===== src/sv/cdq_pkg.sv =====
// Shared codes and types for the circular deque.
package cdq_pkg;

  localparam int WORD_W = 32;

  typedef logic [1:0] op_t;
  typedef logic [1:0] status_t;
  typedef logic signed [WORD_W-1:0] word_t;

  localparam op_t OP_PUSH_FRONT = 2'd0;
  localparam op_t OP_PUSH_BACK  = 2'd1;
  localparam op_t OP_POP_FRONT  = 2'd2;
  localparam op_t OP_POP_BACK   = 2'd3;

  localparam status_t ST_DONE  = 2'd0;
  localparam status_t ST_FULL  = 2'd1;
  localparam status_t ST_EMPTY = 2'd2;

  // Controller to datapath commands.
  typedef struct packed {
    logic take;  // request transfer on the input channel this cycle
    logic load;  // load the output register this cycle
  } cmd_t;

endpackage


===== src/sv/cdq_dpath.sv =====
// Deque datapath: slot memory, front/rear pointers and the result register.
module cdq_dpath import cdq_pkg::*; #(
  parameter int DEPTH = 8
) (
  input  logic    clk,
  input  logic    rst_n,
  input  cmd_t    cmd,
  input  op_t     op,
  input  word_t   push_value,
  output word_t   pop_value,
  output status_t status,
  output logic    now_empty,
  output logic    now_full
);

  localparam int PTR_W = (DEPTH > 1) ? $clog2(DEPTH) : 1;
  localparam logic [PTR_W-1:0] LAST = PTR_W'(DEPTH - 1);
  localparam logic [PTR_W-1:0] ZERO = '0;

  function automatic logic [PTR_W-1:0] next_pos(input logic [PTR_W-1:0] p);
    return (p == LAST) ? ZERO : p + PTR_W'(1);
  endfunction

  function automatic logic [PTR_W-1:0] prev_pos(input logic [PTR_W-1:0] p);
    return (p == ZERO) ? LAST : p - PTR_W'(1);
  endfunction

  word_t slots_r [DEPTH];
  word_t rd_data_r;

  logic [PTR_W-1:0] front_r, front_nxt;
  logic [PTR_W-1:0] rear_r, rear_nxt;
  logic             empty_r, empty_nxt;

  logic [PTR_W-1:0] wr_addr, rd_addr;
  logic             wr_en, rd_en;
  logic             full_now;

  status_t pend_status_r, pend_status_nxt;
  logic    pend_popok_r, pend_popok_nxt;
  logic    pend_empty_r, pend_full_r;

  word_t   out_pop_value_r;
  status_t out_status_r;
  logic    out_empty_r, out_full_r;

  assign full_now = !empty_r && (next_pos(rear_r) == front_r);

  always_comb begin
    front_nxt       = front_r;
    rear_nxt        = rear_r;
    empty_nxt       = empty_r;
    wr_en           = 1'b0;
    wr_addr         = front_r;
    rd_en           = 1'b0;
    rd_addr         = front_r;
    pend_status_nxt = ST_DONE;
    pend_popok_nxt  = 1'b0;
    if (cmd.take) begin
      if (!op[1]) begin
        if (full_now) begin
          pend_status_nxt = ST_FULL;
        end else if (empty_r) begin
          // First word: push front lands in the last slot, push back in slot 0.
          wr_addr   = (op == OP_PUSH_FRONT) ? LAST : ZERO;
          front_nxt = wr_addr;
          rear_nxt  = wr_addr;
          empty_nxt = 1'b0;
          wr_en     = 1'b1;
        end else if (op == OP_PUSH_FRONT) begin
          front_nxt = prev_pos(front_r);
          wr_addr   = front_nxt;
          wr_en     = 1'b1;
        end else begin
          rear_nxt = next_pos(rear_r);
          wr_addr  = rear_nxt;
          wr_en    = 1'b1;
        end
      end else begin
        if (empty_r) begin
          pend_status_nxt = ST_EMPTY;
        end else begin
          rd_en          = 1'b1;
          pend_popok_nxt = 1'b1;
          if (front_r == rear_r) begin
            // Last word out: return both pointers to zero.
            rd_addr   = front_r;
            front_nxt = ZERO;
            rear_nxt  = ZERO;
            empty_nxt = 1'b1;
          end else if (op == OP_POP_FRONT) begin
            rd_addr   = front_r;
            front_nxt = next_pos(front_r);
          end else begin
            rd_addr  = rear_r;
            rear_nxt = prev_pos(rear_r);
          end
        end
      end
    end
  end

  always_ff @(posedge clk) begin
    if (wr_en) slots_r[wr_addr] <= push_value;
    if (rd_en) rd_data_r <= slots_r[rd_addr];
  end

  always_ff @(posedge clk) begin
    if (!rst_n) begin
      front_r <= ZERO;
      rear_r  <= ZERO;
      empty_r <= 1'b1;
    end else begin
      front_r <= front_nxt;
      rear_r  <= rear_nxt;
      empty_r <= empty_nxt;
    end
  end

  // Hold the result flags until the read data arrives.
  always_ff @(posedge clk) begin
    if (cmd.take) begin
      pend_status_r <= pend_status_nxt;
      pend_popok_r  <= pend_popok_nxt;
      pend_empty_r  <= empty_nxt;
      pend_full_r   <= !empty_nxt && (next_pos(rear_nxt) == front_nxt);
    end
  end

  always_ff @(posedge clk) begin
    if (cmd.load) begin
      out_pop_value_r <= pend_popok_r ? rd_data_r : '0;
      out_status_r    <= pend_status_r;
      out_empty_r     <= pend_empty_r;
      out_full_r      <= pend_full_r;
    end
  end

  assign pop_value = out_pop_value_r;
  assign status    = out_status_r;
  assign now_empty = out_empty_r;
  assign now_full  = out_full_r;

endmodule


===== config.mk =====
export PLATFORM = sky130hd
export DESIGN_NAME = cdq_dpath
export DESIGN_NICKNAME = d
export VERILOG_FILES = /design/src/sv/cdq_pkg.sv /design/src/sv/cdq_dpath.sv
export SDC_FILE = /design/constraint.sdc
export NUM_CORES = 1
export LEC_CHECK = 0
export BUFFER_PORTS_ARGS = -buffer_cell sky130_fd_sc_hd__buf_2
export CAP_MARGIN = 10
export CORE_MARGIN = 2
export CORE_UTILIZATION = 29
export CTS_CLUSTER_SIZE = 14
export DETAILED_ROUTE_END_ITERATION = 10
export GPL_ROUTABILITY_DRIVEN = 0
export PLACE_DENSITY = 0.54
export SLEW_MARGIN = 20
export SYNTH_ARGS = -nofsm -noshare
export SYNTH_HDL_FRONTEND = slang
export SYNTH_SLANG_ARGS = --single-unit

===== constraint.sdc =====
create_clock -name clk -period 8.05 [get_ports clk]
set_input_delay 1.61 -clock clk [delete_from_list [all_inputs] [get_ports clk]]
set_output_delay 1.61 -clock clk [all_outputs]
set_load 0.05 [all_outputs]

==> impl_metrics.tcl <==
set metrics [dict create \
    synth_seq_cells 336 \
    worst-path-buf-inv 2 \
    drt_pass1_iterations 5 \
    worstMarginPinSlew_ps 925.4 \
    fin_area_um2 15770 \
    r2r-start "rear_r[0]$_SDFF_PN0_" \
    syn-num-nets 1089 \
    die_y_um 219.3 \
    grt_pass1_vias 7976 \
    worstRegToRegCells 10 \
    crit_path_frequent_cell "nand3_1" \
    coreArea_um2 45580 \
    cts_made_buffers 37 \
    powerDensity_nw_per_um2 247.3 \
    yosys.cell_count.top_type "edfxtp_1" \
    synth-edff-count 329 \
    pin_count 74 \
    run_status "completed" \
    cpPeakStageDelay_ps 920 \
    grt_pass1_wl_um 48290 \
    cts_tree "yes" \
    period_minus_slack_ps 4586 \
    ant_nets 0 \
    fin_nets 1160 \
    place.detailed.hpwl_um 16240 \
    p_leak_nw 5.616 \
    grt_overflow 0 \
    placed_cell_area_um2 14560 \
    cts_buffer_depth 3 \
    r2r-end "slots_r[2][16]$_DFFE_PP_" \
    rrSetupSlack_ps 4270 \
    vias_per_cell 4.735 \
    startpoint "cmd[1]" \
    h-tree-depth 2 \
    timing.critical_path.to "rd_data_r[23]$_DFFE_PP_" \
    cp-start-kind "input pin" \
    sequentialPowerShare_pct 50.8 \
    syn_to_final_growth_pct 17.32 \
    slowest_stage "mux2i_4" \
    finalHoldViolCount 0 \
    routed_wl_um 31750 \
    path_class "input pin to register" \
    setup_ws_ps 3464 \
    cp_max_fo 68 \
    swShare_pct 22.28 \
    die_w_um 219.3 \
    synth_common_cells "329 x edfxtp_1, 296 x nand2_1, 165 x nand3_1, 48 x clkbuf_1, 38 x and2_1" \
    timing.fmax_mhz 218.0 \
    finalPower_mw 3.900 \
    async_flop_share_pct 0 \
    ctsHoldBuffers 0 \
    vdd_drop_max_mv 0.1279 \
    critPathRequiredTime_ps 8410 \
    pre_cts_slack_ps 2950 \
    rsz0062_at_grt "false" \
    yosysWarnings 0 \
    netlist.area_leader.share_pct 73.50 \
    hold_class "register to register" \
    grt_usage_pct 13.24 \
    endpoint_kind "register" \
    antenna_found_initial 4 \
    grt_max_degree 97 \
    die-area_um2 48090 \
    pwr-share-comb_pct 6.2 \
    finalSetupViolCount 0 \
    portBuffers 73 \
    p_int_mw 3.031 \
    yosys.area.top_type "edfxtp_1" \
    drive_above_1_share_pct 14.75 \
    clockRootBuffer "clkbuf_16" \
    worst-path-stages 9 \
    antenna_cells 0 \
    syn-cell-area_um2 13440 \
    crit_family "simple AND/OR/NAND/NOR gates" \
    setup_tns_ps 0 \
    stdcell_count 1739 \
    post-route-drc-count 0 \
    cts.clk_slew.worst_paths_ps 60 \
    n_fill_cell 4384 \
    syn_inst 1041 \
    synth.distinct_cells 53 \
    dp.cells 1673 \
    whs_ps 417.0 \
    drtIter0Drc 631 \
    start_util_pct 29.49 \
    row_count 78 \
    post-route-period-util_pct 56.97 \
    post_cts_resized 0 \
    drv_slew 0 \
    utilization_pct 34.60 \
    max_cap_viol_count 0 \
    p_sw_mw 0.8689 \
    clkLatencyLatePin_ps 540 \
    wire_per_inst_um 18.26 \
    yosysSeqAreaShare_pct 74.54 \
    worstPathArrival_ps 4940 \
    p_clk_share_pct 43.0 \
    postSynthAreaPerCell_um2 12.91 \
    synth.top_cells.by_area "edfxtp_1 73%, nand2_1 8.3%, nand3_1 6.1%" \
    skew_ps 17.45 \
    ys.flop_type "edfxtp_1" \
    slew_headroom_pct 36.99 \
    post_cts.repair.setup_buffers 0 \
    path_cells "buf_2, nor2b_1, nand3_1, mux2i_4, buf_4, nand2_1, nand3_1, nand3_1, o21ai_0" \
    cts.sinks 336 \
    vias 8234 \
]
## power groups by stage
stage          logic, mW  clock network [mW]  registers, mW
5_1_grt            0.271                1.78           1.98
3_3_place_gp       0.242                   0           2.02
2_1_floorplan      0.124                   0           2.05
6_report           0.243                1.68           1.98
3_5_place_dp       0.245                   0           2.02
4_1_cts            0.247                1.72           1.98
## state kept, by name, summed over array words and instances (netlist names)
register	flops
status	2
front_r	3
empty_r	1
now_full	1
pend_full_r	1
rear_r	3
now_empty	1
rd_data_r	32
pend_popok_r	1
pend_empty_r	1
pop_value	32
pend_status_r	2
slots_r	256
## per-layer routing
metal	routed length (um)	part of all wire, %	vias to the layer above	GRT usage (%)
met1	14460	46	4063	17.75
met2	14620	46	226	21.09
met4	646	2.0	8	4.189
met3	1966	6.2	57	3.216
met5	54	0.17	-	0
li1	-	-	3880	-
## worst min-delay path by stage
stage                                    from  slack [ps]             endpoint  cells past startpoint
2_1_floorplan          pend_empty_r$_DFFE_PP_         400  now_empty$_DFFE_PP_                      0
3_3_place_gp   pend_status_r[0]$_SDFFCE_PP0P_         400  status[0]$_DFFE_PP_                      0
3_5_place_dp            pend_full_r$_DFFE_PP_         410   now_full$_DFFE_PP_                      0
4_1_cts                 pend_full_r$_DFFE_PP_         420   now_full$_DFFE_PP_                      0
5_1_grt                 pend_full_r$_DFFE_PP_         430   now_full$_DFFE_PP_                      0
6_report                pend_full_r$_DFFE_PP_         420   now_full$_DFFE_PP_                      0
## cells by family (layout without fill, tap and decap cells)
| group | count (synthesis) | count (layout) | synth area share (%) |
|---|---|---|---|
| buf+inv | 65 | 163 | 1.964 |
| simple gates | 539 | 539 | 17.93 |
| mux | 6 | 6 | 0.4561 |
| fa+ha+maj | 10 | 10 | 0.9308 |
| flops | 336 | 336 | 74.54 |
| compound gates | 79 | 79 | 3.789 |
| xor+xnor | 6 | 6 | 0.3909 |
## layout make-up
cell class / count / area [um^2] / share of cell area [%]
clock buffers: 46 / 980.9 / 6.220
clock inverters: 20 / 216.5 / 1.373
inverters: 8 / 30.03 / 0.1904
multi-input cells: 640 / 3277 / 20.78
flip-flops and latches: 336 / 10020 / 63.54
well taps: 600 / 750.7 / 4.760
repair buffers: 89 / 495.5 / 3.142
## placed cells by master, fill, tap and decap left out, types with 3 or more instances in the layout
master     count
nor2_1         6
nor2_4         6
bufinv_16      4
a21oi_1       11
clkbuf_16     38
buf_4         15
edfxtp_1     329
nor3_1         4
clkinv_1       5
clkbuf_1       8
a31oi_1        4
or2_2          3
dfxtp_1        7
o21ai_0       37
nand2_1      296
nand2b_1       4
mux2i_4        4
nor2b_1        4
buf_2         72
and2_1        37
ha_1          10
clkinv_2       7
inv_1          8
nand3_1      165
xor2_1         6
## worst reg2reg max path, cell delays in order (launching register included)
cell and delay [ps]:
dfxtp_1 440, ha_1 270, ha_1 210, or3b_1 430, a2111o_1 530, nand2_1 160
a21oi_1 60, o22ai_1 390, nand2b_1 250, nor2_4 140, buf_4 490
(Power assumes the default switching activity.)
